==> config.mk <==
export PLATFORM = sky130hd
export DESIGN_NAME = dns_name_label_encoder
export DESIGN_NICKNAME = d
export VERILOG_FILES = /design/src/hw/rtl/dnle_pkg.sv /design/src/hw/rtl/dnle_ctrl.sv /design/src/hw/rtl/dnle_datapath.sv /design/src/hw/rtl/dns_name_label_encoder.sv
export SDC_FILE = /design/constraint.sdc
export NUM_CORES = 1
export LEC_CHECK = 0
export ABC_AREA = 0
export BUFFER_PORTS_ARGS = -buffer_cell sky130_fd_sc_hd__buf_2
export CAP_MARGIN = 20
export CORE_MARGIN = 10
export CORE_UTILIZATION = 60
export CTS_CLUSTER_SIZE = 14
export DETAILED_ROUTE_END_ITERATION = 10
export PLACE_DENSITY = 0.76
export SETUP_SLACK_MARGIN = 0.02
export SLEW_MARGIN = 20
export SYNTH_ARGS = -nofsm -noshare
export SYNTH_HDL_FRONTEND = slang
export SYNTH_SLANG_ARGS = --single-unit
export TNS_END_PERCENT = 50
==> constraint.sdc <==
create_clock -name clk -period 5.5 [get_ports clk]
set_input_delay 0.55 -clock clk [delete_from_list [all_inputs] [get_ports clk]]
set_output_delay 0.55 -clock clk [all_outputs]
set_load 0.05 [all_outputs]
==> src/hw/rtl/dnle_pkg.sv <==
// Shared constants and controller/datapath interface types for the DNS name label encoder.
`default_nettype none

package dnle_pkg;

	localparam int unsigned LABEL_MAX = 63;
	localparam int unsigned CNT_W     = 6;
	localparam int unsigned BYTE_W    = 8;

	localparam logic [BYTE_W-1:0] DOT_CHAR  = 8'h2E;
	localparam logic [CNT_W-1:0]  CNT_LIMIT = CNT_W'(LABEL_MAX);

	typedef struct packed {
		logic accept;
		logic load_len;
		logic issue_rd;
		logic load_byte;
	} cmd_t;

	typedef struct packed {
		logic is_dot;
		logic cnt_zero;
		logic idx_last;
		logic out_free;
	} sts_t;

endpackage

`default_nettype wire

==> src/hw/rtl/dnle_ctrl.sv <==
// Controller state machine that sequences request intake and label emission.
`default_nettype none

module dnle_ctrl (
	input  wire             clk,
	input  wire             arst_n,
	input  wire             s_tvalid,
	input  wire             s_tlast,
	output logic            s_tready,
	input  wire dnle_pkg::sts_t sts,
	output dnle_pkg::cmd_t  cmd
);

	typedef enum logic [1:0] {
		ST_IDLE,
		ST_LEN,
		ST_RD,
		ST_BYTE
	} state_t;

	state_t state_q;

	always_comb begin
		s_tready      = (state_q == ST_IDLE);
		cmd           = '0;
		cmd.accept    = (state_q == ST_IDLE) && s_tvalid;
		cmd.load_len  = (state_q == ST_LEN) && sts.out_free;
		cmd.issue_rd  = (state_q == ST_RD);
		cmd.load_byte = (state_q == ST_BYTE) && sts.out_free;
	end

	always_ff @(posedge clk or negedge arst_n) begin
		if (!arst_n) begin
			state_q <= ST_IDLE;
		end else begin
			case (state_q)
				ST_IDLE: begin
					if (s_tvalid && (sts.is_dot || s_tlast)) begin
						state_q <= ST_LEN;
					end
				end
				ST_LEN: begin
					if (sts.out_free) begin
						state_q <= sts.cnt_zero ? ST_IDLE : ST_RD;
					end
				end
				ST_RD: begin
					state_q <= ST_BYTE;
				end
				ST_BYTE: begin
					if (sts.out_free) begin
						state_q <= sts.idx_last ? ST_IDLE : ST_RD;
					end
				end
				default: begin
					state_q <= ST_IDLE;
				end
			endcase
		end
	end

endmodule

`default_nettype wire

==> src/hw/rtl/dnle_datapath.sv <==
// Datapath: label store, counters, read register and output register.
`default_nettype none

module dnle_datapath (
	input  wire                            clk,
	input  wire                            arst_n,
	input  wire  [dnle_pkg::BYTE_W-1:0]    character,
	input  wire                            final_char,
	input  wire dnle_pkg::cmd_t            cmd,
	output dnle_pkg::sts_t                 sts,
	output logic                           out_valid,
	input  wire                            out_ready,
	output logic [dnle_pkg::BYTE_W-1:0]    out_byte,
	output logic                           run_last,
	output logic                           name_done,
	output logic                           label_overflow
);

	logic [dnle_pkg::BYTE_W-1:0] mem [dnle_pkg::LABEL_MAX];

	logic [dnle_pkg::CNT_W-1:0]  cnt_q;
	logic [dnle_pkg::CNT_W-1:0]  idx_q;
	logic [dnle_pkg::CNT_W-1:0]  idx_nxt;
	logic                        ovf_q;
	logic                        fin_q;
	logic [dnle_pkg::BYTE_W-1:0] rd_q;
	logic                        valid_q;
	logic [dnle_pkg::BYTE_W-1:0] byte_q;
	logic                        last_q;
	logic                        done_q;
	logic                        oflag_q;
	logic                        is_dot;
	logic                        idx_last;

	assign is_dot   = (character == dnle_pkg::DOT_CHAR);
	assign idx_nxt  = dnle_pkg::CNT_W'(idx_q + 1'b1);
	assign idx_last = (idx_nxt == cnt_q);

	assign sts.is_dot   = is_dot;
	assign sts.cnt_zero = (cnt_q == '0);
	assign sts.idx_last = idx_last;
	assign sts.out_free = !valid_q || out_ready;

	assign out_valid      = valid_q;
	assign out_byte       = byte_q;
	assign run_last       = last_q;
	assign name_done      = done_q;
	assign label_overflow = oflag_q;

	always_ff @(posedge clk) begin
		if (cmd.accept && !is_dot && (cnt_q < dnle_pkg::CNT_LIMIT)) begin
			mem[cnt_q] <= character;
		end
		if (cmd.issue_rd) begin
			rd_q <= mem[idx_q];
		end
	end

	always_ff @(posedge clk or negedge arst_n) begin
		if (!arst_n) begin
			cnt_q   <= '0;
			idx_q   <= '0;
			ovf_q   <= 1'b0;
			fin_q   <= 1'b0;
			valid_q <= 1'b0;
		end else begin
			if (cmd.accept) begin
				fin_q <= final_char;
				if (!is_dot) begin
					if (cnt_q < dnle_pkg::CNT_LIMIT) begin
						cnt_q <= dnle_pkg::CNT_W'(cnt_q + 1'b1);
					end else begin
						ovf_q <= 1'b1;
					end
				end
			end
			if (cmd.load_len) begin
				valid_q <= 1'b1;
				idx_q   <= '0;
				if (cnt_q == '0) begin
					ovf_q <= 1'b0;
				end
			end else if (cmd.load_byte) begin
				valid_q <= 1'b1;
				idx_q   <= idx_nxt;
				if (idx_last) begin
					cnt_q <= '0;
					ovf_q <= 1'b0;
				end
			end else if (out_ready) begin
				valid_q <= 1'b0;
			end
		end
	end

	always_ff @(posedge clk) begin
		if (cmd.load_len) begin
			byte_q  <= dnle_pkg::BYTE_W'(cnt_q);
			last_q  <= (cnt_q == '0);
			done_q  <= fin_q && (cnt_q == '0);
			oflag_q <= ovf_q;
		end else if (cmd.load_byte) begin
			byte_q  <= rd_q;
			last_q  <= idx_last;
			done_q  <= fin_q && idx_last;
			oflag_q <= ovf_q;
		end
	end

	a_cnt_bound: assert property (@(posedge clk) disable iff (!arst_n)
		cnt_q <= dnle_pkg::CNT_LIMIT)
		else $error("label count above limit");

	a_idx_in_label: assert property (@(posedge clk) disable iff (!arst_n)
		cmd.load_byte |-> (idx_q < cnt_q))
		else $error("label read beyond stored bytes");

	a_no_overwrite: assert property (@(posedge clk) disable iff (!arst_n)
		(cmd.load_len || cmd.load_byte) |-> (!valid_q || out_ready))
		else $error("output register overwritten while held");

	a_accept_quiet: assert property (@(posedge clk) disable iff (!arst_n)
		cmd.accept |-> !(cmd.load_len || cmd.load_byte || cmd.issue_rd))
		else $error("request taken during emission");

endmodule

`default_nettype wire

==> src/hw/rtl/dns_name_label_encoder.sv <==
// Top level of the DNS name label encoder: controller plus datapath.
//
// channel  dir  handshake          tdata          tlast       tuser
// s_*      in   s_tvalid/s_tready  character      final_char  -
// m_*      out  m_tvalid/m_tready  out_byte       name_done   [0] run_last, [1] label_overflow
//
// A character request that ends no label is stored and leaves the encoder ready for the next request.
// A dot or final character starts an emission: the length byte is loaded first, then
// each label byte takes a registered read of the label memory and an output load.
// No request is taken during an emission; the output register holds a result until taken.
// Reset (arst_n low) clears the label count, overflow flag and output valid.
`default_nettype none

module dns_name_label_encoder (
	input  wire        clk,
	input  wire        arst_n,
	input  wire        s_tvalid,
	output logic       s_tready,
	input  wire  [7:0] s_tdata,   // [7:0] character
	input  wire        s_tlast,
	output logic       m_tvalid,
	input  wire        m_tready,
	output logic [7:0] m_tdata,   // [7:0] out_byte
	output logic       m_tlast,
	output logic [1:0] m_tuser    // [0] run_last, [1] label_overflow
);

	dnle_pkg::cmd_t cmd;
	dnle_pkg::sts_t sts;

	dnle_ctrl u_ctrl (
		.clk      (clk),
		.arst_n   (arst_n),
		.s_tvalid (s_tvalid),
		.s_tlast  (s_tlast),
		.s_tready (s_tready),
		.sts      (sts),
		.cmd      (cmd)
	);

	dnle_datapath u_datapath (
		.clk            (clk),
		.arst_n         (arst_n),
		.character      (s_tdata),
		.final_char     (s_tlast),
		.cmd            (cmd),
		.sts            (sts),
		.out_valid      (m_tvalid),
		.out_ready      (m_tready),
		.out_byte       (m_tdata),
		.run_last       (m_tuser[0]),
		.name_done      (m_tlast),
		.label_overflow (m_tuser[1])
	);

endmodule

`default_nettype wire

# ---- After elaboration in Yosys (flattened, before gate mapping)
# Memory sizes are Yosys's and may differ from the RTL's. A register that Yosys moved wholly into a read port is not among the register bits.
# Cells that the tools add are included.
dict set report word_totals {
  memories 1
  register_bits 28
  inputBits 13
  ram_bits 504
  out_inout_bits 13
  word_cells 74
}
# memory depth width rd rd_ports_with_merged_regs write_ports line
set memory_table {}
lappend memory_table {u_datapath.mem 63 8 1 1 1 dnle_datapath.sv:19} ;# logic [dnle_pkg::BYTE_W-1:0] mem [dnle_pkg::LABEL_MAX];
dict set report op_classes {
  add_sub_neg 2
  n_eq_ne 8
  n_mux 34
  n_lt_le_gt_ge 1
  reduce_logical 17
}
# cell count
set ops {}
lappend ops {{6-bit two-way mux} 10}
lappend ops {{1-bit two-way mux} 18}
lappend ops {{6-bit by 1-bit adder with 6-bit output, second input constant} 2}
lappend ops {{2-bit two-way mux} 5}
lappend ops {{8-bit by 6-bit == test with 1-bit output, second input constant} 1}
lappend ops {{1-bit logical AND} 8}
lappend ops {{2-bit one-hot mux with 4 select lines} 1}
lappend ops {{6-bit == test} 1}
lappend ops {{6-bit logical NOT} 1}
lappend ops {{6-bit less-than comparator, second input constant} 1}
lappend ops {{2-bit by 1-bit inequality test with 1-bit output, second input constant} 3}
lappend ops {{2-bit == test, second input constant} 2}
lappend ops {{3-bit AND reduction} 1}
lappend ops {{3-bit nonzero test} 1}
lappend ops {{2-bit by 1-bit == test with 1-bit output, second input constant} 1}
lappend ops {{1-bit logical NOT} 2}
lappend ops {{2-bit logical NOT} 1}
lappend ops {{1-bit logical OR} 2}
lappend ops {{2-bit nonzero test} 1}

# ---- Logic depth before layout (Yosys ltp)
# Gate-level depths: netlist of run 1.
dict set report logic_depth {
  ltp_word 7
  mapped_depth 10
}

# ---- By module
# From an unflattened synthesis of run 1, not the netlist that was laid out.
dict set report unflattened {
  hier_cells 1096
  area_unflattened_um2 21499.4
}
# mod n_inst area_per_inst_um2 cells_per_inst
set by_module_without_submodules {}
lappend by_module_without_submodules {dnle_datapath 1 21388.0 1083}
lappend by_module_without_submodules {dnle_ctrl 1 111.4 13}

# ---- Worst setup path before layout of run 1
# Ideal clock, no wire load.
dict set report synth_path {
  path_kind {input -> register}
  startpoint {input s_tdata[4]}
  endpoint {memory u_datapath.mem[5][0] in the netlist's numbering (enable)}
  path_slack_ps 3127
  arrival_time_ps 2092
  n_path_buf 0
  path_stages 5
  required_time_ps 5218
  cell_sequence {or4b_2 > o21ai_2 > nor2_1 > nand4_1 > nor2_1}
}
dict set report synth_between {
  elab_chain_cells 6
}
# element line
set synth_rtl {}
lappend synth_rtl {{from (decl)} dns_name_label_encoder.sv:19} ;# input wire [7:0] s_tdata,
lappend synth_rtl {{8-bit by 6-bit == test with 1-bit output} dnle_datapath.sv:35} ;# assign is_dot = (character == dnle_pkg::DOT_CHAR);
lappend synth_rtl {{1-bit logical NOT} dnle_datapath.sv:51} ;# if (cmd.accept && !is_dot && (cnt_q < dnle_pkg::CNT_LIMIT)) begin
lappend synth_rtl {{1-bit logical AND (2 in a row)} dnle_datapath.sv:51}
lappend synth_rtl {{1-bit two-way mux} dnle_datapath.sv:51}
lappend synth_rtl {{1-bit two-way mux (implied by the code)} dnle_datapath.sv:52} ;# mem[cnt_q] <= character;
lappend synth_rtl {{to (decl)} dnle_datapath.sv:19}
# No other way between the ends.

# ---- Worst setup path after layout of run 1
dict set report layout_path {
  startpoint {register u_ctrl.state_q[1]}
  endpoint {memory u_datapath.mem[5][5] in the netlist's numbering (enable)}
}
dict set report layout_between {
  elab_chain_cells 6
}
# element line
set layout_rtl {}
lappend layout_rtl {{from (decl)} dnle_ctrl.sv:21} ;# state_t state_q;
lappend layout_rtl {{from (signal assigned)} dnle_ctrl.sv:44} ;# state_q <= sts.cnt_zero ? ST_IDLE : ST_RD;
lappend layout_rtl {{from (signal assigned)} dnle_ctrl.sv:52} ;# state_q <= sts.idx_last ? ST_IDLE : ST_RD;
lappend layout_rtl {{2-bit logical NOT} dnle_ctrl.sv:26} ;# cmd.accept = (state_q == ST_IDLE) && s_tvalid;
lappend layout_rtl {{1-bit logical AND} dnle_ctrl.sv:26}
lappend layout_rtl {{1-bit logical AND (2 in a row)} dnle_datapath.sv:51}
lappend layout_rtl {{1-bit two-way mux} dnle_datapath.sv:51}
lappend layout_rtl {{1-bit two-way mux (implied by the code)} dnle_datapath.sv:52}
# No other way between the ends.

==> results of run 1 <==
[path summary, 6_finish.rpt]
kind                                     endpoint  slack [ps]                   start  cells after the start
setup / recovery             u_datapath.mem[5][5]        1910       u_ctrl.state_q[1]                      5
hold / removal                   u_datapath.fin_q         250                 s_tlast                      3
setup reg to reg             u_datapath.mem[5][5]        1910       u_ctrl.state_q[1]                      5
hold reg to reg            u_datapath.out_byte[6]         440  u_datapath.out_byte[6]                      2
max in group asynchronous     u_datapath.idx_q[0]        4730                  arst_n                      2
min in group asynchronous     u_datapath.cnt_q[0]         450                  arst_n                      2
[cells in the final DEF, fill, tap and decap left out, drive strengths merged, types with 2 or more instances in the layout]
| cell type | n |
|---|---|
| nor3b | 3 |
| nand3 | 27 |
| clkbuf | 71 |
| or3b | 3 |
| xnor2 | 5 |
| inv | 13 |
| ha | 3 |
| a211oi | 5 |
| nand2 | 37 |
| dfxtp | 2 |
| o211ai | 6 |
| nand3b | 4 |
| edfxtp | 521 |
| and2 | 2 |
| dfrtp | 17 |
| mux4 | 105 |
| a22oi | 29 |
| a22o | 2 |
| a31oi | 3 |
| nor3 | 9 |
| nand4 | 7 |
| o21ai | 24 |
| o311a | 5 |
| nor2 | 84 |
| nor2b | 11 |
| mux2i | 70 |
| o22ai | 3 |
| a41oi | 5 |
| a21oi | 18 |
| a21boi | 2 |
| clkinv | 18 |
| buf | 41 |
| xor2 | 2 |
| or2 | 2 |
| or3 | 2 |
| bufinv | 2 |
| nand2b | 3 |
| mux2 | 9 |
[report_power, final]
group	internal (mW)	switching, mW	total, mW
Combinational	1.28	1.64	2.93
Sequential	4.68	0.274	4.96
Clock	1.88	1.42	3.29
[cells by family (layout without fill, tap and decap cells)]
group / after synthesis / count (layout) / share of synthesized area (%)
AO/OA/AOI/OAI: 113 / 113 / 3.66
XOR/XNOR: 8 / 8 / 0.390
adder cells (fa/ha/maj): 3 / 3 / 0.174
buffers and inverters: 82 / 146 / 2.02
flip-flops: 540 / 540 / 74.9
multiplexers: 184 / 184 / 14.7
AND/OR/NAND/NOR: 196 / 196 / 4.19
[worst max-delay path: cells and delay by family, from the launching register on]
family / cells / cell delay [ps]
simple gates: 4 / 2450
flops: 1 / 480
compound gates: 1 / 280
[timing repair]
item,4_1_cts,5_1_grt
resized for setup,0,0
buffers inserted,0,0
endpoints found under the hold margin,17,0
hold buffers,1,0
[metal layers]
layer | vias to the layer above | global-route usage, %
li1 | 4609 | -
met5 | - | 0
met2 | 587 | 33.2
met4 | 2 | 6.52
met1 | 5615 | 29.8
met3 | 84 | 4.45
[per-stage QoR]
step | util (%) | power [mW] | worst slack, ps | std cells
2_1_floorplan | - | 7.20 | 3130 | 1126
3_3_place_gp | 62.0 | 7.92 | 2070 | 1559
3_5_place_dp | 62.0 | 7.95 | 1930 | 1559
4_1_cts | 66.4 | 11.2 | 2060 | 1651
5_1_grt | 66.4 | 11.6 | 1840 | 1651
6_report | 66.4 | 11.2 | 1910 | 1651
[final cells by class]
| type | count | area, µm² |
|---|---|---|
| repair buffers | 42 | 280 |
| clock buffers | 71 | 1410 |
| fillers | 2179 | 11900 |
| clock inverters | 20 | 149 |
| inverters | 13 | 48.8 |
| multi-input cells | 504 | 4980 |
| well taps | 461 | 577 |
| flip-flops and latches | 540 | 16100 |
[flip-flops by register name (all words and copies together) (netlist names)]
signal                     cells
u_datapath.out_byte            8
u_datapath.label_overflow      1
u_datapath.run_last            1
u_datapath.fin_q               1
u_datapath.out_valid           1
u_datapath.rd_q                8
u_ctrl.state_q                 2
u_datapath.ovf_q               1
u_datapath.mem               504
u_datapath.cnt_q               6
u_datapath.idx_q               6
u_datapath.name_done           1
==> metrics, run 1 <==
status finished, final reports clean; top-area cell type share of the netlist area 72.7%; syn avg cell area about 19 µm²; most used flip-flop cell after synthesis edfxtp_1; Synthesis Warnings 0; top layer in use met5; synth top area cells edfxtp_1 73%, mux4_2 11%, mux2i_1 3.3%; Initial Utilization 60.7%; Clock Latency Late Sink 570 ps; peak supply drop 0.748 mV; die area between 0.04 and 0.05 mm²; CTS Buf Count 50; Synth cell types 59; DP HPWL 27700 µm; residual DRC count 0; Pre-Repair DR Iteration Count 5; min Tclk post-route around 3600 ps; syn nets 1142; Site Rows 69; global-route wire length before repair 70600 µm; PD cells 474 mW/mm²; Startpoint Class flip-flop; n_diodes 0; RSZ-0062 raised after global routing no; largest net degree at the start of global routing 64; Top-Level Pins 26; max frequency 278 MHz; mapped cell area 0.0215 mm²; max-slew violations 0; HP Class in2reg; CP Capture Type flip-flop; Synth async-reset ratio 3.15%; cell count after synthesis approximately 1100; total number of vias ~11000; via/cell ratio 6.60; post-synthesis sequential area ratio about 75%; Sum Neg Setup Slack 0 ps; largest fanout on the critical path 10; Area growth syn-to-layout 9.53%; Synth area leader edfxtp_1; Rel. slew slack 37.5%; final hold slack 253 ps; max cap viols 0; top-count cell post-synth edfxtp_1; crit path kind reg2reg; CTS tree built; most common library cells after synthesis 521 x edfxtp_1, 105 x mux4_2, 84 x nor2_1, 70 x mux2i_1, 37 x nand2_1; Post-synth EDFFs approximately 520; final net count 1167; final RePlAce weighted congestion 0.905; register bit total from synthesis 540; Req. time, crit path 5680 ps; clock tree buffer depth 3; Core ar. 0.0355 mm²; slowest cell on the critical path nor2_1; vias in the first global route 10800; P_leak around 7.6 nW; Period Utilization, post-route between 60% and 70%; clock sink count 540; Clk pin slew, worst setup/hold paths 60 ps; Final Instance Area 0.0236 mm²; Starting DRT DRC Count between 1000 and 1500; Clock Skew 24.2 ps; H-tree Lvls 2; Post-DRT Antenna Nets 0; crit-path max cell delay 870 ps; initial antenna violation count 1; Cell Chain, Critical Path nor3b_1, o21ai_2, nor2_1, nand4_1, nor2_1; final setup vio count 0; port bufs 25; DR WL met3 4300 µm; length of routed met2 wiring 22400 µm; Worst-Margin Slew 935 ps; drt total wl 46400 µm; Die Y 209 µm; Routed met1 length 18400 µm; Overflow after GRT 0; clk root buf clkbuf_16; Chip Width between 200 and 250 µm; gr usage total 21.3%; Worst Path Arrival 3770 ps; mean routed wirelength per cell 28.1 µm; Area after DPL roughly 0.022 mm²; share of cells above drive strength 1 20.0%; most numerous cell on the critical path nor2_1; Final Hold Viols 0
Note: power is estimated with default switching activity, not from simulation.
==> inputs of run 2 (changes only) <==
--- a/config.mk
+++ b/config.mk
@@ -9,7 +9,7 @@
 export BUFFER_PORTS_ARGS = -buffer_cell sky130_fd_sc_hd__buf_2
 export CAP_MARGIN = 20
 export CORE_MARGIN = 10
-export CORE_UTILIZATION = 60
+export CORE_UTILIZATION = 57
 export CTS_CLUSTER_SIZE = 14
 export DETAILED_ROUTE_END_ITERATION = 10
 export PLACE_DENSITY = 0.76
==> constraint.sdc (replaced) <==
create_clock -name clk -period 3.3 [get_ports clk]
set_input_delay 0.33 -clock clk [delete_from_list [all_inputs] [get_ports clk]]
set_output_delay 0.33 -clock clk [all_outputs]
set_load 0.05 [all_outputs]
==> run 2 against run 1 <==
  * Fmax is 27% higher
  * First-iteration DRC count grew 32%
  * Register-to-register slack got worse by 1400 ps
  * Via count increased by 2.0%
  * Worst hold slack worse by 200 ps
  * Cell area increased by 2.0%
  * Sequential power rose by 66%
  * Clock skew is 3.8 ps lower
  * Power rose by 68%
  * Largest cell class unchanged
==> metrics, run 2 (synthesized netlist as in run 1, its figures left out) <==
drt total wl 48000 µm (+3.5%); peak supply drop 0.462 mV (-38%); Initial Utilization 57.4% (-3.2 points); CP Capture Type flip-flop; dpl ws 450 ps (-1480 ps); via/cell ratio 6.34 (-4.0%); most frequent cells in the layout 521 x edfxtp_1, 105 x mux4_2, 84 x nor2_1; Worst Path Arrival 3160 ps (-610 ps); clock sink count 540 (unchanged); length of routed met2 wiring 23000 µm (+2.9%); CTS Buf Count 51 (+2.0%); share of cells above drive strength 1 22.8% (+2.8 points); min-delay src s_tvalid; residual DRC count 0 (unchanged); Area growth syn-to-layout 11.7%; worst hold stages 3 (unchanged); max cap viols 0 (unchanged); R2R Path End u_datapath.rd_q[7]; max-slew violations 0 (unchanged); Post-CTS Resized 0 (unchanged); Core ar. 0.0375 mm² (+5.7%); Period Utilization, post-route 85.8% (+20 points); Pre-Repair DR Iteration Count 5 (unchanged); crit path kind reg2reg; Top-Level Pins 26 (unchanged); Starting DRT DRC Count 1513 (+32%); Setup WS post-layout 470 ps (-1440 ps); Clock Skew 20.4 ps (-3.76 ps); Clk pwr share 29.2% (-0.3 points); cell-internal power 13.2 mW (+68%); post-layout power 18.8 mW (+68%); Startpoint Class flip-flop; Largest Register u_datapath.mem; global-route wire length before repair 72800 µm (+3.2%); postcts setup bufs 0 (unchanged); Routed met1 length 19500 µm (+5.9%); most common cell after layout, fill and taps aside edfxtp_1; Req. time, crit path 3630 ps (-2050 ps); gr usage total 20.8% (-0.42 points); Clock Latency Late Sink 570 ps (about the same); Setup crit start u_datapath.idx_q[0]; # hold bufs at CTS 2 (+1); initial antenna violation count 0 (-1); max frequency 353 MHz (+27%); sequential share of power 43.8% (-0.6 points); Die Y 214 µm (+2.3%); Sum Neg Setup Slack 0 ps (unchanged); final RePlAce weighted congestion 0.888 (-1.8%); clock tree buffer depth 3 (unchanged); status finished, final reports clean; P_leak 7.80 nW (+3.3%); DP HPWL 29600 µm (+6.8%); Final Instance Area 0.0240 mm² (+2.0%); sw frac 29.9% (+0.055 points); clk root buf clkbuf_16; Chip Width 214 µm (+2.3%); Worst-Margin Slew 1020 ps (+87.5 ps); top layer in use met4; Clk pin slew, worst setup/hold paths 60 ps (about the same); r2r setup slk 470 ps (-1440 ps); Overflow after GRT 0 (unchanged); logic gate share of total power 26.9% (+0.7 points); largest fanout on the critical path 53 (+43); total number of vias 11100 (+2.0%); Area after DPL 0.0225 mm² (+2.1%); CTS tree built; vias in the first global route 11200 (+3.6%); DR WL met3 4030 µm (-6.2%); hold endpoint u_ctrl.state_q[0]; H-tree Lvls 2 (unchanged); HP Class in2reg; number of flip-flops in the largest register 504 (unchanged); FF-to-FF Start u_datapath.idx_q[0]; PD cells 783 mW/mm² (+65%); min Tclk post-route 2830 ps (-762 ps); mean routed wirelength per cell 27.4 µm (-2.6%); Final Hold Viols 0 (unchanged); Rel. slew slack 31.6% (-6.0 points); R2R cell count 6 (+1); final setup vio count 0 (unchanged); Site Rows 71 (+2.9%); die area 0.0459 mm² (+4.8%); RSZ-0062 raised after global routing no; final net count 1221 (+4.6%); Sw Pwr 5.62 mW (+69%); port bufs 25 (unchanged); Util after Layout 64.1% (-2.3 points); Post-DRT Antenna Nets 0 (unchanged); largest net degree at the start of global routing 64 (unchanged)
run 2: metal layers:
metal | GRT usage, % | vias to the layer above
li1 | - | 4716
met1 | 29.8 | 5750
met2 | 32.6 | 564
met3 | 3.41 | 84
met4 | 6.45 | 0
met5 | 0 | -
run 2: area by class of cell:
| class | instances | area [µm²] |
|---|---|---|
| Antenna cell | 1 | 2.50 |
| Clock buffer | 64 | 1330 |
| Clock inverter | 26 | 219 |
| Fill cell | 2518 | 13500 |
| Inverter | 13 | 48.8 |
| Multi-Input combinational cell | 504 | 4980 |
| Sequential cell | 540 | 16100 |
| Tap cell | 511 | 639 |
| Timing Repair Buffer | 95 | 706 |
run 2: worst max path at each step:
| stage | slack [ps] | to | depth (start not counted) |
|---|---|---|---|
| finish | 470 | u_datapath.rd_q[7] | 6 |
| global route | 310 | u_datapath.rd_q[1] | 5 |
| CTS | 480 | u_datapath.rd_q[7] | 6 |
| detailed placement | 450 | u_datapath.mem[9][1] | 7 |
| global placement | 490 | u_datapath.mem[13][0] | 7 |
| floorplan | 950 | u_datapath.mem[45][0] | 6 |
run 2: worst max-delay path, stage by stage, from the launching register on:
cell     delay (ps)
dfrtp_4         620
buf_12          370
mux4_2          610
mux4_2          520
inv_1           110
a41oi_1         130
o311a_1         140
run 2: per-stage QoR:
| step | instances | hold WS [ps] |
|---|---|---|
| final | 1754 | 53.8 |
| after global routing | 1753 | 57.0 |
| after detailed placement | 1661 | 270 |
| after floorplan | 1126 | 34.4 |
| after global placement | 1661 | 275 |
| after CTS | 1753 | 48.1 |
run 2: power by group through the flow:
stage                     logic (mW)  clock network, mW  registers, mW
after CTS                       5.08               5.57           8.25
final                           5.07               5.50           8.25
after detailed placement        5.04                  0           8.38
after global placement          4.96                  0           8.38
after global routing            5.37               5.84           8.28
after floorplan                 3.78                  0           8.21
